[src/bba_pkg.sv]
// Shared types and constants of the buddy block allocator.
package bba_pkg;

	// Fixed field widths
	localparam int SIZE_W   = 20;
	localparam int STATUS_W = 2;
	localparam int GLOG_W   = 5;
	// Level numbers, wide enough for the largest region
	localparam int LG_W     = 6;

	// Request codes
	localparam logic FN_ALLOC = 1'b0;
	localparam logic FN_FREE  = 1'b1;

	// State of one tree node
	typedef enum logic [1:0] {
		NS_ABSENT  = 2'd0,
		NS_EMPTY   = 2'd1,
		NS_PARTIAL = 2'd2,
		NS_FULL    = 2'd3
	} node_st_t;

	// Result codes
	typedef enum logic [STATUS_W-1:0] {
		ST_OK        = 2'd0,
		ST_NO_BLOCK  = 2'd1,
		ST_TOO_LARGE = 2'd2,
		ST_BAD_ADDR  = 2'd3
	} status_t;

	// Sequencer phases
	typedef enum logic [3:0] {
		PH_CLEAR,
		PH_IDLE,
		PH_DECODE,
		PH_A_RD,
		PH_A_EV,
		PH_S_RIGHT,
		PH_S_LEFT,
		PH_BACK,
		PH_F_RD,
		PH_F_EV,
		PH_M_RD,
		PH_M_EV,
		PH_M_WR,
		PH_FIN
	} phase_t;

endpackage

[src/bba_walker.sv]
// Tree walk sequencer: clearing pass, allocate search with split, free with merge.
module bba_walker #(
	parameter int REGION_LOG2    = 19,
	parameter int MIN_BLOCK_LOG2 = 5
) (
	input  logic                                   clk,
	input  logic                                   arst_n,
	input  logic                                   start,
	input  logic                                   func,
	input  logic [bba_pkg::SIZE_W-1:0]             request_size,
	input  logic [REGION_LOG2-1:0]                 block_address,
	output logic                                   idle,
	input  logic                                   slot_free,
	output logic                                   done,
	output bba_pkg::status_t                       res_status,
	output logic [REGION_LOG2-1:0]                 res_addr,
	output logic [bba_pkg::GLOG_W-1:0]             res_log2,
	output logic                                   mem_we,
	output logic [REGION_LOG2-MIN_BLOCK_LOG2:0]    mem_waddr,
	output bba_pkg::node_st_t                      mem_wdata,
	output logic [REGION_LOG2-MIN_BLOCK_LOG2:0]    mem_raddr,
	input  bba_pkg::node_st_t                      mem_rdata
);
	import bba_pkg::*;

	localparam int IW = REGION_LOG2 - MIN_BLOCK_LOG2 + 1;
	localparam int RW = REGION_LOG2;
	localparam logic [LG_W-1:0] LG_TOP = LG_W'(REGION_LOG2);
	localparam logic [LG_W-1:0] LG_MIN = LG_W'(MIN_BLOCK_LOG2);
	localparam logic [IW-1:0]   ROOT   = IW'(1);

	phase_t          ph_q, ph_d;
	logic [IW-1:0]   idx_q, idx_d;
	logic [IW-1:0]   clr_q, clr_d;
	logic [LG_W-1:0] lg_q, lg_d;
	logic [LG_W-1:0] want_q, want_d;
	logic            func_q, func_d;
	logic [RW-1:0]   addr_q, addr_d;
	status_t         st_q, st_d;
	logic [RW-1:0]   gaddr_q, gaddr_d;
	logic [GLOG_W-1:0] glog_q, glog_d;

	logic [SIZE_W-1:0] size_m1;
	logic [LG_W-1:0]   msb;
	logic [LG_W-1:0]   want_raw;
	logic [LG_W-1:0]   want_clamp;
	logic [IW+RW-1:0]  grant_wide;
	logic [RW-1:0]     grant_addr;
	logic [RW-1:0]     addr_sh;
	logic [RW-1:0]     align_mask;
	logic              aligned;
	logic [IW-1:0]     left_idx;

	// Round the request up to a power of two and clamp to the minimum block
	always_comb begin
		size_m1 = request_size - SIZE_W'(1);
		msb = '0;
		for (int i = 0; i < SIZE_W; i++) begin
			if (size_m1[i]) begin
				msb = LG_W'(i);
			end
		end
		want_raw   = (request_size <= SIZE_W'(2)) ? LG_W'(1) : msb + LG_W'(1);
		want_clamp = (want_raw < LG_MIN) ? LG_MIN : want_raw;
	end

	// Block address from heap index: index shifted by level, top bit drops out
	assign grant_wide = {{RW{1'b0}}, idx_q} << lg_q;
	assign grant_addr = grant_wide[RW-1:0];
	assign left_idx   = {idx_q[IW-2:0], 1'b0};

	// Free path: branch bit and alignment of the address at this level
	assign addr_sh    = addr_q >> (lg_q - LG_W'(1));
	assign align_mask = ~({RW{1'b1}} << lg_q);
	assign aligned    = (addr_q & align_mask) == '0;

	// Next phase, walk position and memory accesses
	always_comb begin
		ph_d      = ph_q;
		idx_d     = idx_q;
		clr_d     = clr_q;
		lg_d      = lg_q;
		want_d    = want_q;
		func_d    = func_q;
		addr_d    = addr_q;
		st_d      = st_q;
		gaddr_d   = gaddr_q;
		glog_d    = glog_q;
		mem_we    = 1'b0;
		mem_waddr = idx_q;
		mem_wdata = NS_ABSENT;
		mem_raddr = idx_q;
		done      = 1'b0;
		case (ph_q)
			PH_CLEAR: begin
				mem_we    = 1'b1;
				mem_waddr = clr_q;
				mem_wdata = (clr_q == ROOT) ? NS_EMPTY : NS_ABSENT;
				clr_d     = clr_q + IW'(1);
				if (&clr_q) begin
					ph_d = PH_IDLE;
				end
			end
			PH_IDLE: begin
				if (start) begin
					func_d = func;
					addr_d = block_address;
					want_d = want_clamp;
					ph_d   = PH_DECODE;
				end
			end
			PH_DECODE: begin
				idx_d   = ROOT;
				lg_d    = LG_TOP;
				gaddr_d = '0;
				glog_d  = '0;
				if (func_q == FN_FREE) begin
					ph_d = PH_F_RD;
				end else if (want_q > LG_TOP) begin
					st_d = ST_TOO_LARGE;
					ph_d = PH_FIN;
				end else begin
					ph_d = PH_A_RD;
				end
			end
			PH_A_RD: begin
				ph_d = PH_A_EV;
			end
			PH_A_EV: begin
				if (lg_q == want_q) begin
					if (mem_rdata == NS_EMPTY) begin
						mem_we    = 1'b1;
						mem_wdata = NS_FULL;
						st_d      = ST_OK;
						gaddr_d   = grant_addr;
						glog_d    = GLOG_W'(lg_q);
						ph_d      = PH_FIN;
					end else begin
						ph_d = PH_BACK;
					end
				end else if (mem_rdata == NS_PARTIAL) begin
					idx_d = left_idx;
					lg_d  = lg_q - LG_W'(1);
					ph_d  = PH_A_RD;
				end else if (mem_rdata == NS_EMPTY) begin
					mem_we    = 1'b1;
					mem_wdata = NS_PARTIAL;
					ph_d      = PH_S_RIGHT;
				end else begin
					ph_d = PH_BACK;
				end
			end
			PH_S_RIGHT: begin
				mem_we    = 1'b1;
				mem_waddr = left_idx | ROOT;
				mem_wdata = NS_EMPTY;
				idx_d     = left_idx;
				lg_d      = lg_q - LG_W'(1);
				ph_d      = PH_S_LEFT;
			end
			PH_S_LEFT: begin
				mem_we = 1'b1;
				if (lg_q == want_q) begin
					mem_wdata = NS_FULL;
					st_d      = ST_OK;
					gaddr_d   = grant_addr;
					glog_d    = GLOG_W'(lg_q);
					ph_d      = PH_FIN;
				end else begin
					mem_wdata = NS_PARTIAL;
					ph_d      = PH_S_RIGHT;
				end
			end
			PH_BACK: begin
				if (idx_q == ROOT) begin
					st_d = ST_NO_BLOCK;
					ph_d = PH_FIN;
				end else if (idx_q[0]) begin
					idx_d = idx_q >> 1;
					lg_d  = lg_q + LG_W'(1);
				end else begin
					idx_d = idx_q | ROOT;
					ph_d  = PH_A_RD;
				end
			end
			PH_F_RD: begin
				ph_d = PH_F_EV;
			end
			PH_F_EV: begin
				if (mem_rdata == NS_FULL) begin
					if (aligned) begin
						st_d    = ST_OK;
						gaddr_d = addr_q;
						glog_d  = GLOG_W'(lg_q);
						ph_d    = PH_M_RD;
					end else begin
						st_d = ST_BAD_ADDR;
						ph_d = PH_FIN;
					end
				end else if (mem_rdata == NS_PARTIAL && lg_q > LG_MIN) begin
					idx_d = left_idx | IW'(addr_sh[0]);
					lg_d  = lg_q - LG_W'(1);
					ph_d  = PH_F_RD;
				end else begin
					st_d = ST_BAD_ADDR;
					ph_d = PH_FIN;
				end
			end
			PH_M_RD: begin
				mem_raddr = idx_q ^ ROOT;
				if (idx_q == ROOT) begin
					mem_we    = 1'b1;
					mem_wdata = NS_EMPTY;
					ph_d      = PH_FIN;
				end else begin
					ph_d = PH_M_EV;
				end
			end
			PH_M_EV: begin
				mem_we = 1'b1;
				if (mem_rdata == NS_EMPTY) begin
					mem_waddr = idx_q ^ ROOT;
					mem_wdata = NS_ABSENT;
					ph_d      = PH_M_WR;
				end else begin
					mem_wdata = NS_EMPTY;
					ph_d      = PH_FIN;
				end
			end
			PH_M_WR: begin
				mem_we    = 1'b1;
				mem_wdata = NS_ABSENT;
				idx_d     = idx_q >> 1;
				lg_d      = lg_q + LG_W'(1);
				ph_d      = PH_M_RD;
			end
			PH_FIN: begin
				if (slot_free) begin
					done = 1'b1;
					ph_d = PH_IDLE;
				end
			end
			default: begin
				ph_d = PH_IDLE;
			end
		endcase
	end

	// Hold control state
	always_ff @(posedge clk or negedge arst_n) begin
		if (!arst_n) begin
			ph_q  <= PH_CLEAR;
			clr_q <= '0;
			idx_q <= ROOT;
			lg_q  <= LG_TOP;
		end else begin
			ph_q  <= ph_d;
			clr_q <= clr_d;
			idx_q <= idx_d;
			lg_q  <= lg_d;
		end
	end

	// Hold request and result payload
	always_ff @(posedge clk) begin
		want_q  <= want_d;
		func_q  <= func_d;
		addr_q  <= addr_d;
		st_q    <= st_d;
		gaddr_q <= gaddr_d;
		glog_q  <= glog_d;
	end

	assign idle       = (ph_q == PH_IDLE);
	assign res_status = st_q;
	assign res_addr   = gaddr_q;
	assign res_log2   = glog_q;

`ifndef ASSERT_OFF
	a_no_write_idle: assert property (@(posedge clk) disable iff (!arst_n)
		(ph_q == PH_IDLE || ph_q == PH_FIN) |-> !mem_we)
		else $error("node memory written outside a walk");
	a_idx_nonzero: assert property (@(posedge clk) disable iff (!arst_n)
		(ph_q != PH_CLEAR) |-> (idx_q != '0))
		else $error("walk index reached zero");
	a_lg_range: assert property (@(posedge clk) disable iff (!arst_n)
		(ph_q == PH_A_EV || ph_q == PH_F_EV || ph_q == PH_S_LEFT)
		|-> (lg_q <= LG_TOP && lg_q >= LG_MIN))
		else $error("walk level out of range");
	a_done_free: assert property (@(posedge clk) disable iff (!arst_n)
		done |=> (ph_q == PH_IDLE))
		else $error("walker did not return to idle after a result");
`endif

endmodule

[config.mk]
export PLATFORM = sky130hd
export DESIGN_NAME = bba_walker
export DESIGN_NICKNAME = d
export VERILOG_FILES = /design/src/bba_pkg.sv /design/src/bba_walker.sv
export SDC_FILE = /design/constraint.sdc
export NUM_CORES = 1
export LEC_CHECK = 0
export BUFFER_PORTS_ARGS = -buffer_cell sky130_fd_sc_hd__buf_2
export CORE_UTILIZATION = 30
export DETAILED_ROUTE_END_ITERATION = 10
export HOLD_SLACK_MARGIN = 0.1
export PLACE_DENSITY = 0.52
export REMOVE_ABC_BUFFERS = 1
export SETUP_SLACK_MARGIN = 0.2
export SLEW_MARGIN = 20
export SYNTH_ARGS = -nofsm -noshare
export SYNTH_HDL_FRONTEND = slang
export SYNTH_SLANG_ARGS = --single-unit
[constraint.sdc]
create_clock -name clk -period 8 [get_ports clk]
set_input_delay 1.6 -clock clk [delete_from_list [all_inputs] [get_ports clk]]
set_output_delay 1.6 -clock clk [all_outputs]
set_load 0.01 [all_outputs]
==> metrics.sh, run 1 <==
VIAS=6435
AVGROUTEDWIREPERCELL_UM=17.03
HOLD_PATH_STARTPOINT='clr_q[2]'
IO_PINS=107
ANTENNA_VIOLATING_NETS_POST_ROUTE=0
SLEW_HEADROOM_PCT=32.52
WORST_PIN_SLEW_NS=1.010
VIA_PER_INST=5.408
CLOCK-ROOT-BUFFER='sky130_fd_sc_hd__clkbuf_16'
CRIT_FANOUT=13
WORST_HOLD_SLACK_NS=0.5250
WORSTSETUPSTARTPOINTTYPE='input port'
SYNTH.MUX.AREA_FRACTION_PCT=5.260
SYNTH_CELL_TYPES=86
WORSTREG2REGEND='lg_q[4]'
MOSTFREQUENTLAYOUTCELLS='106 x sky130_fd_sc_hd__buf_2, 97 x sky130_fd_sc_hd__nand2_1, 72 x sky130_fd_sc_hd__nor2_1, 59 x sky130_fd_sc_hd__o21ai_0, 53 x sky130_fd_sc_hd__a21oi_1'
POST_ROUTE_MINIMUM_PERIOD_NS=4.754
SYNTH-WARNING-COUNT=0
ANTENNA_FOUND_INITIAL=3
LAYOUT_COMMONEST_CELL='sky130_fd_sc_hd__buf_2'
CRITICAL_PATH.REG2REG.STARTPOINT='lg_q[0]'
WORST_SKEW_PAIR.LATE_LATENCY_NS=0.36
SYNTH_TOP_FAMILY_BY_AREA='simple AND/OR/NAND/NOR gates'
CRITICAL_PATH.ENDPOINT_TYPE='register'
NUM_ROWS=55
DIE_AREA_UM2=24090
SYNTHSIMPLEGATEAREAFRAC_PCT=22.75
HOLD_PATH_END='clr_q[2]'
HOLD_PATH.CLASS='register to register'
POSTROUTEWIRELENGTH_UM=20260
YS_SEQ_ELEMENTS=92
INITIAL_DRC_COUNT=365
CTS_BUFFERS=9
FILLER_CELL_COUNT=2424
MAXSLEWVIOLCOUNT=0
SETUP-TNS-FINAL_NS=0
FIRST_GLOBAL_VIAS=5974
POWER_PER_CELL_AREA_nW_PER_UM2=350.2
CTS_REPAIR_RESIZE_COUNT=0
YOSYS_MOST_USED_DFF='sky130_fd_sc_hd__edfxtp_1'
CRIT_TYPE='input port to register'
FLOORPLAN.INITIALDENSITY_PCT=30.82
GRT_START_MAX_NET_PINS=41
CTS_TREE='built'
SETUP-VIOLATIONS-FINAL=0
PLACE.PORT_BUFFERS=106
DRIVE_ABOVE_1_SHARE_PCT=19.41
TIMING.CRITICAL_PATH.ARRIVAL_NS=4.86
DR.PASS1.ITERS=5
FIN_NETS=929
SYNTH.YOSYS.SEQ_AREA_SHARE_PCT=36.47
H_TREE_DEPTH=3
HIGHEST_CLOCK_RATE_MHz=210.3
DIE_Y_UM=155.2
GRT_USAGE_PCT=16.82
HPWLAFTERDP_UM=14530
R2R_SLACK_NS=4.15
POST_LAYOUT_TOTAL_POWER_uW=2784
PLACED_CELLS=1173
POST_CTS_BUFFERS=0
SYNTH.CELL_AREA_UM2=7041
GR-TOTAL-OVERFLOW=0
LAYOUTNONFILLERINSTCOUNT=1190
CRITPATHREQUIREDTIME_NS=8.11
REMAINING_DRC_ERRORS=0
GLOBALPLACE.CONGESTION=0.8587
P_LEAK_uW=0.003014
WIRE_LENGTH_OF_THE_FIRST_GLOBAL_ROUTING_PASS_UM=32200
SYNTHESIZED_NETLIST_CELL_COUNT=830
REG2REG_DEPTH=11
POST-ROUTE-PERIOD-UTIL_PCT=59.43
CTS_HOLD_BUFFERS=0
PLACEABLECOREAREA_UM2=22850
TIMING.FINAL.HOLD_VIOLATIONS=0
CLKTRANSATPATHREGS_NS=0.07
FIN_WORST_SKEW_NS=0.01318
SYNTH-ADDER-AREA-SHARE_PCT=2.133
SYNTH_XOR_XNOR_AREA_SHARE_PCT=3.732
UNREPAIRED_SETUP_ENDPOINTS_AFTER_GLOBAL_ROUTING='false'
SYNTH_COMPOUND_GATE_AREA_SHARE_PCT=22.69
IR_DROP_mV=0.1532
ASYNCSETRESETFLOPFRACSYNTH_PCT=43.48
MAXCAPVIOLATIONS=0
SYNTH_EDF_COUNT=52
DIE_EXTENT_IN_X_UM=155.2
FINISH.UTILIZATION_PCT=34.79
CLOCKBUFFERDEPTH=2
POST_SYNTH.CELL_AREA_AVG_UM2=8.483
CLOCK_SINK_COUNT=92
STATUS='complete, no violations'
HOLD_PATH_DEPTH=1
AREA.GROWTH.SYNTH_TO_FINAL_PCT=12.90
power by group:
part           switching [µW]  total (µW)  internal [µW]
clock network             202         449            247
logic                     855        1420            562
registers                 241         918            677
layer usage:
metal	part of all wire (%)	global-route usage, %
met5	0.12	0
met4	1.2	5.042
met3	5.5	2.953
met2	48	28.08
met1	45	22.17
registers in the layout (all words and copies together), names as in the netlist:
name,count
addr_q,19
clr_q,15
func_q,1
idx_q,15
lg_q,6
ph_q,4
res_addr,19
res_log2,5
res_status,2
want_q,6
cell usage after synthesis (4+ instances only):
cell	n	share of area [%]
sky130_fd_sc_hd__or2_2	5	0.44
sky130_fd_sc_hd__clkbuf_1	54	2.9
sky130_fd_sc_hd__mux2_2	6	0.96
sky130_fd_sc_hd__nor4b_1	4	0.50
sky130_fd_sc_hd__a2111oi_0	5	0.62
sky130_fd_sc_hd__inv_1	19	1.0
sky130_fd_sc_hd__buf_4	14	1.5
sky130_fd_sc_hd__nand2_1	97	5.2
sky130_fd_sc_hd__o31ai_1	6	0.64
sky130_fd_sc_hd__mux2i_1	19	2.7
sky130_fd_sc_hd__nand4_1	8	0.71
sky130_fd_sc_hd__xor2_1	10	1.2
sky130_fd_sc_hd__dfstp_2	4	1.5
sky130_fd_sc_hd__nor2b_1	17	1.5
sky130_fd_sc_hd__a31oi_1	9	0.80
sky130_fd_sc_hd__o22ai_1	5	0.44
sky130_fd_sc_hd__clkbuf_2	4	0.28
sky130_fd_sc_hd__nor3b_1	4	0.43
sky130_fd_sc_hd__nor3_1	17	1.2
sky130_fd_sc_hd__and3_1	7	0.62
sky130_fd_sc_hd__a22oi_1	30	3.2
sky130_fd_sc_hd__xnor2_1	20	2.5
sky130_fd_sc_hd__mux4_2	5	1.6
sky130_fd_sc_hd__edfxtp_1	52	22
sky130_fd_sc_hd__ha_1	12	2.1
sky130_fd_sc_hd__buf_2	7	0.50
sky130_fd_sc_hd__nor2_1	72	3.8
sky130_fd_sc_hd__buf_1	5	0.27
sky130_fd_sc_hd__o21a_1	4	0.43
sky130_fd_sc_hd__nor4_1	10	0.89
sky130_fd_sc_hd__a211oi_1	8	0.85
sky130_fd_sc_hd__or3_1	12	1.1
sky130_fd_sc_hd__o21ai_0	59	4.2
sky130_fd_sc_hd__nand3b_1	4	0.43
sky130_fd_sc_hd__and2_1	5	0.44
sky130_fd_sc_hd__dfrtp_1	36	13
sky130_fd_sc_hd__o211ai_1	8	0.85
sky130_fd_sc_hd__o41ai_1	4	0.50
sky130_fd_sc_hd__a21oi_1	53	3.8
sky130_fd_sc_hd__nand3_1	30	2.1
sky130_fd_sc_hd__nand2b_1	11	0.98
sky130_fd_sc_hd__a22o_1	5	0.62
kinds of logic (layout without fill, tap and decap cells):
logic type / Yosys count / after routing
muxes: 30 / 30
xor gates and xnor gates: 30 / 30
DFF: 92 / 92
AOI/OAI and AO/OA: 238 / 238
adders and majority gates: 12 / 12
buffers and inverters: 108 / 154
other: 1 / 2
and+or+nand+nor: 319 / 319
worst max-delay path by stage:
| stage | from | endpoint | slack, ns |
|---|---|---|---|
| 4_1_cts | request_size[1] | want_q[1] | 3.32 |
| 2_1_floorplan | ph_q[1] | mem_waddr[2] | 2.94 |
| 3_5_place_dp | request_size[1] | want_q[1] | 2.95 |
| 5_1_grt | request_size[1] | want_q[0] | 2.95 |
| 3_3_place_gp | request_size[1] | want_q[1] | 3.04 |
| 6_report | request_size[1] | want_q[1] | 3.25 |
metrics by stage:
step | area (µm²) | worst slack, ns
2_1_floorplan | 6636 | 2.938
3_3_place_gp | 7640 | 3.042
3_5_place_dp | 7640 | 2.945
4_1_cts | 7945 | 3.316
5_1_grt | 7946 | 2.951
6_report | 7949 | 3.246
layout make-up:
class	count	area [µm²]	area share [%]
timing repair buffer	116	605.6	7.618
multi-input combinational	630	3994	50.24
clock inverter	7	80.08	1.007
antenna	1	2.502	0.03148
tap	313	391.6	4.927
clock buffer	9	225.2	2.833
inverter	22	82.58	1.039
sequential	92	2567	32.30
critical path, stage by stage:
cell                       delay (ns)
sky130_fd_sc_hd__buf_2           0.15
sky130_fd_sc_hd__inv_1           0.10
sky130_fd_sc_hd__ha_1            0.47
sky130_fd_sc_hd__nor4b_1         0.48
sky130_fd_sc_hd__nand4_1         0.27
sky130_fd_sc_hd__or3b_2          0.53
sky130_fd_sc_hd__a21oi_1         0.19
sky130_fd_sc_hd__o41ai_2         0.11
sky130_fd_sc_hd__o211ai_1        0.11
sky130_fd_sc_hd__nand2_1         0.10
sky130_fd_sc_hd__ha_1            0.22
sky130_fd_sc_hd__nand2_1         0.07
sky130_fd_sc_hd__a21oi_1         0.10
sky130_fd_sc_hd__nand2b_1        0.17
sky130_fd_sc_hd__o211a_1         0.21
Power figures use the tool's default switching activity.
==> run 2, diff against run 1 <==
--- a/config.mk
+++ b/config.mk
@@ -5,6 +5,7 @@
 export SDC_FILE = /design/constraint.sdc
 export NUM_CORES = 1
 export LEC_CHECK = 0
+export ABC_AREA = 1
 export BUFFER_PORTS_ARGS = -buffer_cell sky130_fd_sc_hd__buf_2
 export CORE_UTILIZATION = 30
 export DETAILED_ROUTE_END_ITERATION = 10
==> constraint.sdc (replaced) <==
create_clock -name clk -period 4.7 [get_ports clk]
set_input_delay 0.94 -clock clk [delete_from_list [all_inputs] [get_ports clk]]
set_output_delay 0.94 -clock clk [all_outputs]
set_load 0.01 [all_outputs]
==> metrics.sh, run 2 <==
DRIVE_ABOVE_1_SHARE_PCT=20.23  # +0.83 points
POWER_PER_CELL_AREA_nW_PER_UM2=537.1  # +53%
SYNTH-ADDER-AREA-SHARE_PCT=2.263  # +0.13 points
SETUP-VIOLATIONS-FINAL=0  # unchanged
ANTENNA_CELLS=0  # -1
DR.PASS1.ITERS=5  # unchanged
REG2REG_DEPTH=11  # unchanged
IO_PINS=107  # unchanged
PLACEABLECOREAREA_UM2=21760  # -4.8%
CTS_BUFFERS=9  # unchanged
POST_SYNTH.CELL_AREA_AVG_UM2=7.714  # -9.1%
STATUS='complete, no violations'
H_TREE_DEPTH=3  # unchanged
CRITICAL_PATH.REG2REG.STARTPOINT='lg_q[2]'
POST-ROUTE-PERIOD-UTIL_PCT=79.22
FILLER_CELL_COUNT=2393  # -1.3%
HOLD_PATH.CLASS='register to register'
SYNTH_EDF_COUNT=52  # unchanged
CTS_REPAIR_RESIZE_COUNT=0  # unchanged
WORST_SKEW_PAIR.LATE_LATENCY_NS=0.36  # about the same
YOSYS_MOST_USED_DFF='sky130_fd_sc_hd__edfxtp_1'
SYNTH_XOR_XNOR_AREA_SHARE_PCT=4.319  # +0.59 points
GLOBALPLACE.CONGESTION=0.9469  # +10%
SYNTHESIZED_NETLIST_CELL_COUNT=860  # +3.6%
YS_SEQ_ELEMENTS=92  # unchanged
SYNTH_CELL_TYPES=60  # -30%
SWITCHING_POWER_uW=1942  # +50%
UNREPAIRED_SETUP_ENDPOINTS_AFTER_GLOBAL_ROUTING='false'
CLOCK-ROOT-BUFFER='sky130_fd_sc_hd__clkbuf_16'
POWER.COMBINATIONAL.FRACTION_PCT=50.3  # -0.6 points
POST_CTS_BUFFERS=0  # unchanged
SYNTH-WARNING-COUNT=0  # unchanged
GR-TOTAL-OVERFLOW=0  # unchanged
INITIAL_DRC_COUNT=484  # +33%
SYNTH_TOP_FAMILY_BY_AREA='simple AND/OR/NAND/NOR gates'
GRT_START_MAX_NET_PINS=47  # +15%
LAYOUT_COMMONEST_CELL='sky130_fd_sc_hd__nand2_1'
ANTENNA_FOUND_INITIAL=0  # -3
FINISH.UTILIZATION_PCT=35.19  # +0.40 points
NUM_ROWS=54  # -1.8%
SYNTH.MOST_COMMON_CELL='sky130_fd_sc_hd__nand2_1'
ANTENNA_VIOLATING_NETS_POST_ROUTE=0  # unchanged
WORST_PIN_SLEW_NS=0.9644  # -0.04583 ns
PLACE.PORT_BUFFERS=106  # unchanged
SLEW_HEADROOM_PCT=35.71  # +3.2 points
GRT_USAGE_PCT=17.69  # +0.87 points
CLOCK_SINK_COUNT=92  # unchanged
FIN_NETS=1002  # +7.9%
P_INT_uW=2170  # +46%
AVGROUTEDWIREPERCELL_UM=16.01  # -6.0%
SEQ_POWER_SHARE_PCT=32.3  # -0.7 points
VIAS=6232  # -3.2%
MAXCAPVIOLATIONS=0  # unchanged
STARTPOINT_OF_THE_WORST_SETUP_TIMING_PATH='ph_q[3]'
P_LEAK_uW=0.003337  # +11%
DIE_AREA_UM2=22710  # -5.7%
SYNTH.CELL_AREA_UM2=6634  # -5.8%
CRITICAL_PATH.ENDPOINT_TYPE='primary output'
FIN_WORST_SKEW_NS=0.009671  # -0.003506 ns
ASYNCSETRESETFLOPFRACSYNTH_PCT=43.48  # unchanged
SYNTH.TOP_CELLS.BY_AREA='sky130_fd_sc_hd__edfxtp_1 24%, sky130_fd_sc_hd__dfrtp_1 14%, sky130_fd_sc_hd__nand2_1 10%, sky130_fd_sc_hd__inv_1 6.2%, sky130_fd_sc_hd__o21ai_0 6.1%'
AREA.GROWTH.SYNTH_TO_FINAL_PCT=15.41
HPWLAFTERDP_UM=15490  # +6.6%
VIA_PER_INST=5.071  # -6.2%
CRITPATHREQUIREDTIME_NS=3.76  # -4.35 ns
TIMING.CRITICAL_PATH.ARRIVAL_NS=2.78  # -2.08 ns
HIGHEST_CLOCK_RATE_MHz=268.6
SYNTH_COMPOUND_GATE_AREA_SHARE_PCT=17.90  # -4.8 points
CRIT_FANOUT=14  # +1
SYNTH_AREA_LEADER_CELL='sky130_fd_sc_hd__edfxtp_1'
CLOCKBUFFERDEPTH=2  # unchanged
SWITCHING_SHARE_PCT=47.22  # +0.60 points
HOLD_PATH_STARTPOINT='clr_q[6]'
REMAINING_DRC_ERRORS=0  # unchanged
CTS_TREE='built'
HOLD_PATH_DEPTH=1  # unchanged
SYNTHSIMPLEGATEAREAFRAC_PCT=25.67  # +2.9 points
FIRST_GLOBAL_VIAS=5826  # -2.5%
WIRE_LENGTH_OF_THE_FIRST_GLOBAL_ROUTING_PASS_UM=31170  # -3.2%
MAXSLEWVIOLCOUNT=0  # unchanged
SYNTH.MUX.AREA_FRACTION_PCT=0.9053  # -4.4 points
CRIT_TYPE='register to primary output'
TIMING.FINAL.HOLD_VIOLATIONS=0  # unchanged
POST_ROUTE_MINIMUM_PERIOD_NS=3.723
SETUP-TNS-FINAL_NS=0  # unchanged
CTS_HOLD_BUFFERS=0  # unchanged
WORSTREG2REGEND='res_addr[9]'
R2R_SLACK_NS=1.38  # -2.77 ns
MOSTFREQUENTLAYOUTCELLS='184 x sky130_fd_sc_hd__nand2_1, 110 x sky130_fd_sc_hd__inv_1, 106 x sky130_fd_sc_hd__buf_2, 81 x sky130_fd_sc_hd__o21ai_0, 75 x sky130_fd_sc_hd__nor2_1'
FLOORPLAN.INITIALDENSITY_PCT=30.49  # -0.32 points
LIST_OF_MOST_FREQUENT_POST_SYNTHESIS_CELLS='184 x sky130_fd_sc_hd__nand2_1, 110 x sky130_fd_sc_hd__inv_1, 81 x sky130_fd_sc_hd__o21ai_0, 76 x sky130_fd_sc_hd__nor2_1, 52 x sky130_fd_sc_hd__edfxtp_1'
POSTROUTEWIRELENGTH_UM=19670  # -2.9%
WORSTSETUPSTARTPOINTTYPE='register'
CLKTRANSATPATHREGS_NS=0.07  # about the same
SYNTH.YOSYS.SEQ_AREA_SHARE_PCT=38.70  # +2.2 points
PWR-SHARE-CLK_PCT=17.4  # +1.3 points
DIE_EXTENT_IN_X_UM=150.7  # -2.9%
SYNTH_LARGEST_TYPE_AREA_FRACTION_PCT=23.54  # +1.4 points
DIE_Y_UM=150.7  # -2.9%
IR_DROP_mV=0.2497  # +63%
HOLD_PATH_END='clr_q[6]'
## run 2: changes by cell type after synthesis, sizes merged, moves of 16 or more
cell / before / now
a21oi: 54 / 32
a22oi: 30 / 2
clkbuf: 58 / 18
inv: 19 / 117
nand2: 98 / 196
nor2: 73 / 89
nor2b: 17 / 0
o21ai: 61 / 85
o221ai: 3 / 20
o22ai: 5 / 26
xnor2: 20 / 3
xor2: 10 / 28
## run 2: worst max-delay path by stage
stage / to / cells after the start / slack (ns)
5_1_grt: mem_waddr[12] / 7 / 0.80
4_1_cts: mem_waddr[14] / 7 / 1.02
3_3_place_gp: want_q[0] / 27 / 1.21
2_1_floorplan: res_addr[0] / 11 / 0.77
6_report: mem_waddr[14] / 7 / 0.98
3_5_place_dp: want_q[0] / 29 / 1.15
## run 2: layout make-up
| class | count | area [µm²] | area share (%) |
|---|---|---|---|
| clock inverters | 7 | 62.56 | 0.8171 |
| well taps | 280 | 350.3 | 4.576 |
| clock buffers | 9 | 225.2 | 2.942 |
| inverters | 119 | 446.7 | 5.834 |
| flip-flops and latches | 92 | 2567 | 33.53 |
| repair buffers | 115 | 598.1 | 7.812 |
| multi-input cells | 607 | 3406 | 44.48 |
## run 2: cells by family (layout without fill, tap and decap cells)
group	after synthesis	after routing
simple gates	366	366
compound gates	191	191
buf+inv	161	250
flops	92	92
xor+xnor	31	31
fa+ha+maj	12	12
mux	6	6
other cells	1	1
## run 2: worst max-delay path, stage by stage (launching register included)
cell	delay (ns)
sky130_fd_sc_hd__dfrtp_1	0.40
sky130_fd_sc_hd__inv_1	0.10
sky130_fd_sc_hd__nand2_1	0.16
sky130_fd_sc_hd__nor2_2	0.47
sky130_fd_sc_hd__clkinv_1	0.40
sky130_fd_sc_hd__nand2_1	0.48
sky130_fd_sc_hd__o221ai_1	0.23
sky130_fd_sc_hd__buf_2	0.19
## run 2: power by group through the flow
stage | clock network [µW] | logic (µW) | registers (µW)
global placement | 0 | 2060 | 1350
CTS | 734 | 2060 | 1330
finish | 717 | 2070 | 1330
detailed placement | 0 | 2050 | 1340
global route | 766 | 2300 | 1360
floorplan | 0 | 1250 | 1380
## run 2: metrics by stage
step                      setup WS [ns]  std cells  total power (µW)  hold slack [ns]  cell area, µm²
after floorplan                  0.7727        818              2629           0.4636            6405
after global placement            1.214       1213              3404           0.4979            7368
after detailed placement          1.152       1213              3396           0.5040            7368
after CTS                         1.023       1229              4120           0.5185            7656
after global routing             0.7983       1229              4426           0.5354            7656
final                            0.9766       1229              4112           0.5161            7656
## run 2: routing by layer
layer,part of all wire (%),vias to the layer above,GRT usage [%],wire length [µm]
li1,-,3084,-,-
met1,45,2915,24.34,8950
met2,47,212,28.89,9215
met3,6.3,21,2.758,1241
met4,1.3,0,4.350,265
met5,0,-,0,0
==> run 3, diff against run 2 <==
--- a/config.mk
+++ b/config.mk
@@ -10,7 +10,7 @@
 export CORE_UTILIZATION = 30
 export DETAILED_ROUTE_END_ITERATION = 10
 export HOLD_SLACK_MARGIN = 0.1
-export PLACE_DENSITY = 0.52
+export PLACE_DENSITY = 0.53
 export REMOVE_ABC_BUFFERS = 1
 export SETUP_SLACK_MARGIN = 0.2
 export SLEW_MARGIN = 20
==> constraint.sdc (replaced) <==
create_clock -name clk -period 3.15 [get_ports clk]
set_input_delay 0.63 -clock clk [delete_from_list [all_inputs] [get_ports clk]]
set_output_delay 0.63 -clock clk [all_outputs]
set_load 0.01 [all_outputs]
==> metrics.sh, run 3 (synthesized netlist as in run 2, its figures left out) <==
POWER_PER_CELL_AREA_nW_PER_UM2=817.4  # +52%
HPWLAFTERDP_UM=15810  # +2.1%
CRIT_TYPE='register to register'
VIA_PER_INST=5.040  # -0.61%
SETUP-VIOLATIONS-FINAL=0  # unchanged
FIRST_GLOBAL_VIAS=5989  # +2.8%
REMAINING_DRC_ERRORS=0  # unchanged
AVGROUTEDWIREPERCELL_UM=16.10  # +0.59%
GR-TOTAL-OVERFLOW=0  # unchanged
PWR-SHARE-CLK_PCT=16.5  # -0.9 points
POSTLAYOUTCELLAREA_UM2=8029  # +4.9%
FIN_NETS=1026  # +2.4%
CLOCK-ROOT-BUFFER='sky130_fd_sc_hd__clkbuf_16'
GRT_START_MAX_NET_PINS=41  # -13%
SWITCHING_SHARE_PCT=46.05  # -1.2 points
WORST_SKEW_PAIR.LATE_LATENCY_NS=0.36  # about the same
DIE_AREA_UM2=22710  # unchanged
SWITCHING_POWER_uW=3022  # +56%
P_INT_uW=3541  # +63%
CRIT_FANOUT=6  # -8
CLOCK_SINK_COUNT=92  # unchanged
NUM_ROWS=54  # unchanged
CELL_BREAKDOWN_OF_THE_CRITICAL_PATH='inv_1, ha_4, inv_1, ha_1, o21ai_0, nand3_1, a31oi_1, nand4_1, nor2_2, nor2_2, a2111oi_4, buf_6, clkbuf_16'
MET2WIRELENGTH_UM=9683  # +5.1%
CLOCKBUFFERDEPTH=2  # unchanged
STATUS='complete, no violations'
FILLER_CELL_COUNT=2330  # -2.6%
DPL-INSTANCE-AREA_UM2=7501  # +1.8%
M1WIRELENGTH_UM=9097  # +1.6%
FIN_WORST_SKEW_NS=0.009387  # -0.0002840 ns
FLOORPLAN.INITIALDENSITY_PCT=30.49  # unchanged
DRIVE_ABOVE_1_SHARE_PCT=24.36  # +4.1 points
SLEW_HEADROOM_PCT=35.57  # -0.14 points
POST_ROUTE_MINIMUM_PERIOD_NS=2.884
CTS_TREE='built'
MAXSLEWVIOLCOUNT=0  # unchanged
WORSTSETUPSTARTPOINTTYPE='register'
CLKTRANSATPATHREGS_NS=0.07  # about the same
VIAS=6325  # +1.5%
AREA.GROWTH.SYNTH_TO_FINAL_PCT=21.03
POWER.COMBINATIONAL.FRACTION_PCT=53.9  # +3.6 points
INITIAL_DRC_COUNT=497  # +2.7%
HIGHEST-SIGNAL-LAYER='met4'
POSTROUTEWIRELENGTH_UM=20210  # +2.7%
TIMING.FINAL.HOLD_VIOLATIONS=0  # unchanged
MAXCAPVIOLATIONS=0  # unchanged
IO_PINS=107  # unchanged
PLACEABLECOREAREA_UM2=21760  # unchanged
SEQ_POWER_SHARE_PCT=29.6  # -2.7 points
WORST_PIN_SLEW_NS=0.9664  # +0.002059 ns
HIGHEST_CLOCK_RATE_MHz=346.7
LAYOUT_COMMONEST_CELL='sky130_fd_sc_hd__nand2_1'
IR_DROP_mV=0.3441  # +38%
P_LEAK_uW=0.003480  # +4.3%
ANTENNA_VIOLATING_NETS_POST_ROUTE=0  # unchanged
CRITICAL_PATH.ENDPOINT_TYPE='register'
WIRE_LENGTH_OF_THE_FIRST_GLOBAL_ROUTING_PASS_UM=31560  # +1.2%
MET3_WIRELENGTH_UM=1188  # -4.3%
CTS_BUFFERS=9  # unchanged
DR.PASS1.ITERS=4  # -1
HOLD_PATH.CLASS='input port to async pin'
POST_LAYOUT_TOTAL_POWER_uW=6563  # +60%
DIE_EXTENT_IN_X_UM=150.7  # unchanged
UNREPAIRED_SETUP_ENDPOINTS_AFTER_GLOBAL_ROUTING='false'
CP_SLOWEST_STAGE_DELAY_NS=0.49  # about the same
CP_SLOWEST_CELL='sky130_fd_sc_hd__dfstp_4'
POST-ROUTE-PERIOD-UTIL_PCT=91.56
DIE_Y_UM=150.7  # unchanged
TIMING.CRITICAL_PATH.ARRIVAL_NS=2.96  # +0.18 ns
MOSTFREQUENTLAYOUTCELLS='183 x sky130_fd_sc_hd__nand2_1, 106 x sky130_fd_sc_hd__inv_1, 106 x sky130_fd_sc_hd__buf_2, 79 x sky130_fd_sc_hd__o21ai_0, 71 x sky130_fd_sc_hd__nor2_1'
CRITPATHREQUIREDTIME_NS=3.22  # -0.54 ns
GLOBALPLACE.CONGESTION=0.9182  # -3.0%
H_TREE_DEPTH=3  # unchanged
GRT_USAGE_PCT=17.92  # +0.23 points
PLACE.PORT_BUFFERS=106  # unchanged
ANTENNA_FOUND_INITIAL=2  # +2
==> run 3: cell count changes in the layout (fill, tap and decap cells not counted), moves of 3 or more <==
cell,before,now
sky130_fd_sc_hd__inv_2,7,11
sky130_fd_sc_hd__buf_4,9,25
sky130_fd_sc_hd__buf_6,0,4
sky130_fd_sc_hd__ha_1,12,6
sky130_fd_sc_hd__inv_1,110,106
sky130_fd_sc_hd__ha_4,0,4
sky130_fd_sc_hd__nor2_1,75,71
sky130_fd_sc_hd__nor2_2,7,10
==> run 3: path summary, 6_finish.rpt <==
path,from,endpoint,slack (ns),depth (start not counted)
worst min register to register,clr_q[6],clr_q[6],0.51,1
max in group asynchronous,arst_n,lg_q[3],2.05,1
worst min-delay path,arst_n,clr_q[0],0.43,1
worst max-delay path,lg_q[0],res_log2[4],0.27,13
min in group clk,block_address[12],addr_q[12],0.44,1
worst max register to register,lg_q[0],res_log2[4],0.27,13
==> run 3: layer usage <==
layer,vias to the layer above,GRT usage [%]
li1,3127,-
met1,2986,24.47
met2,192,29.26
met3,20,2.939
met4,0,4.650
met5,-,0
==> run 3: layout make-up <==
cell class | count | area (µm²) | share of cell area (%)
Antenna cell | 2 | 5.005 | 0.06233
Clock buffer | 9 | 225.2 | 2.805
Clock inverter | 7 | 62.56 | 0.7792
Multi-Input combinational cell | 607 | 3515 | 43.77
Tap cell | 280 | 350.3 | 4.363
Inverter | 119 | 450.4 | 5.610
Sequential cell | 92 | 2572 | 32.04
Timing Repair Buffer | 139 | 848.3 | 10.57
==> run 3: metrics by stage <==
step           worst slack (ns)  hold WS, ns  instances  setup TNS, ns  utilization [%]
2_1_floorplan           -0.7773       0.3344        818         -19.70                -
3_3_place_gp            0.06294       0.4931       1229              0            34.48
3_5_place_dp            0.03002       0.5008       1229              0            34.48
4_1_cts                  0.3056       0.4322       1246              0            35.84
5_1_grt                  0.1653       0.4351       1253              0            36.88
6_report                 0.2657       0.4297       1255              0            36.90
==> run 3: repair_timing <==
action                     4_1_cts  5_1_grt
resized for setup                0       36
hold buffers                     0        0
buffers inserted                 1        4
pin swaps                        0       10
setup endpoints to repair        1       41
gates cloned                     0        3
==> run 3: power groups by stage <==
| stage | clock network (µW) | registers [µW] | logic (µW) |
|---|---|---|---|
| 2_1_floorplan | 0 | 2060 | 1860 |
| 3_3_place_gp | 0 | 2000 | 3200 |
| 3_5_place_dp | 0 | 1990 | 3210 |
| 4_1_cts | 1100 | 1940 | 3260 |
| 5_1_grt | 1150 | 1980 | 3910 |
| 6_report | 1080 | 1940 | 3540 |
==> run 3: worst max-delay path, delay by kind of cell, from the launching register on <==
kind / cells / cell delay, ns
flip-flops: 1 / 0.49
AO/OA/AOI/OAI: 3 / 0.62
adder cells (fa/ha/maj): 2 / 0.38
buffers and inverters: 4 / 0.53
AND/OR/NAND/NOR: 4 / 0.58
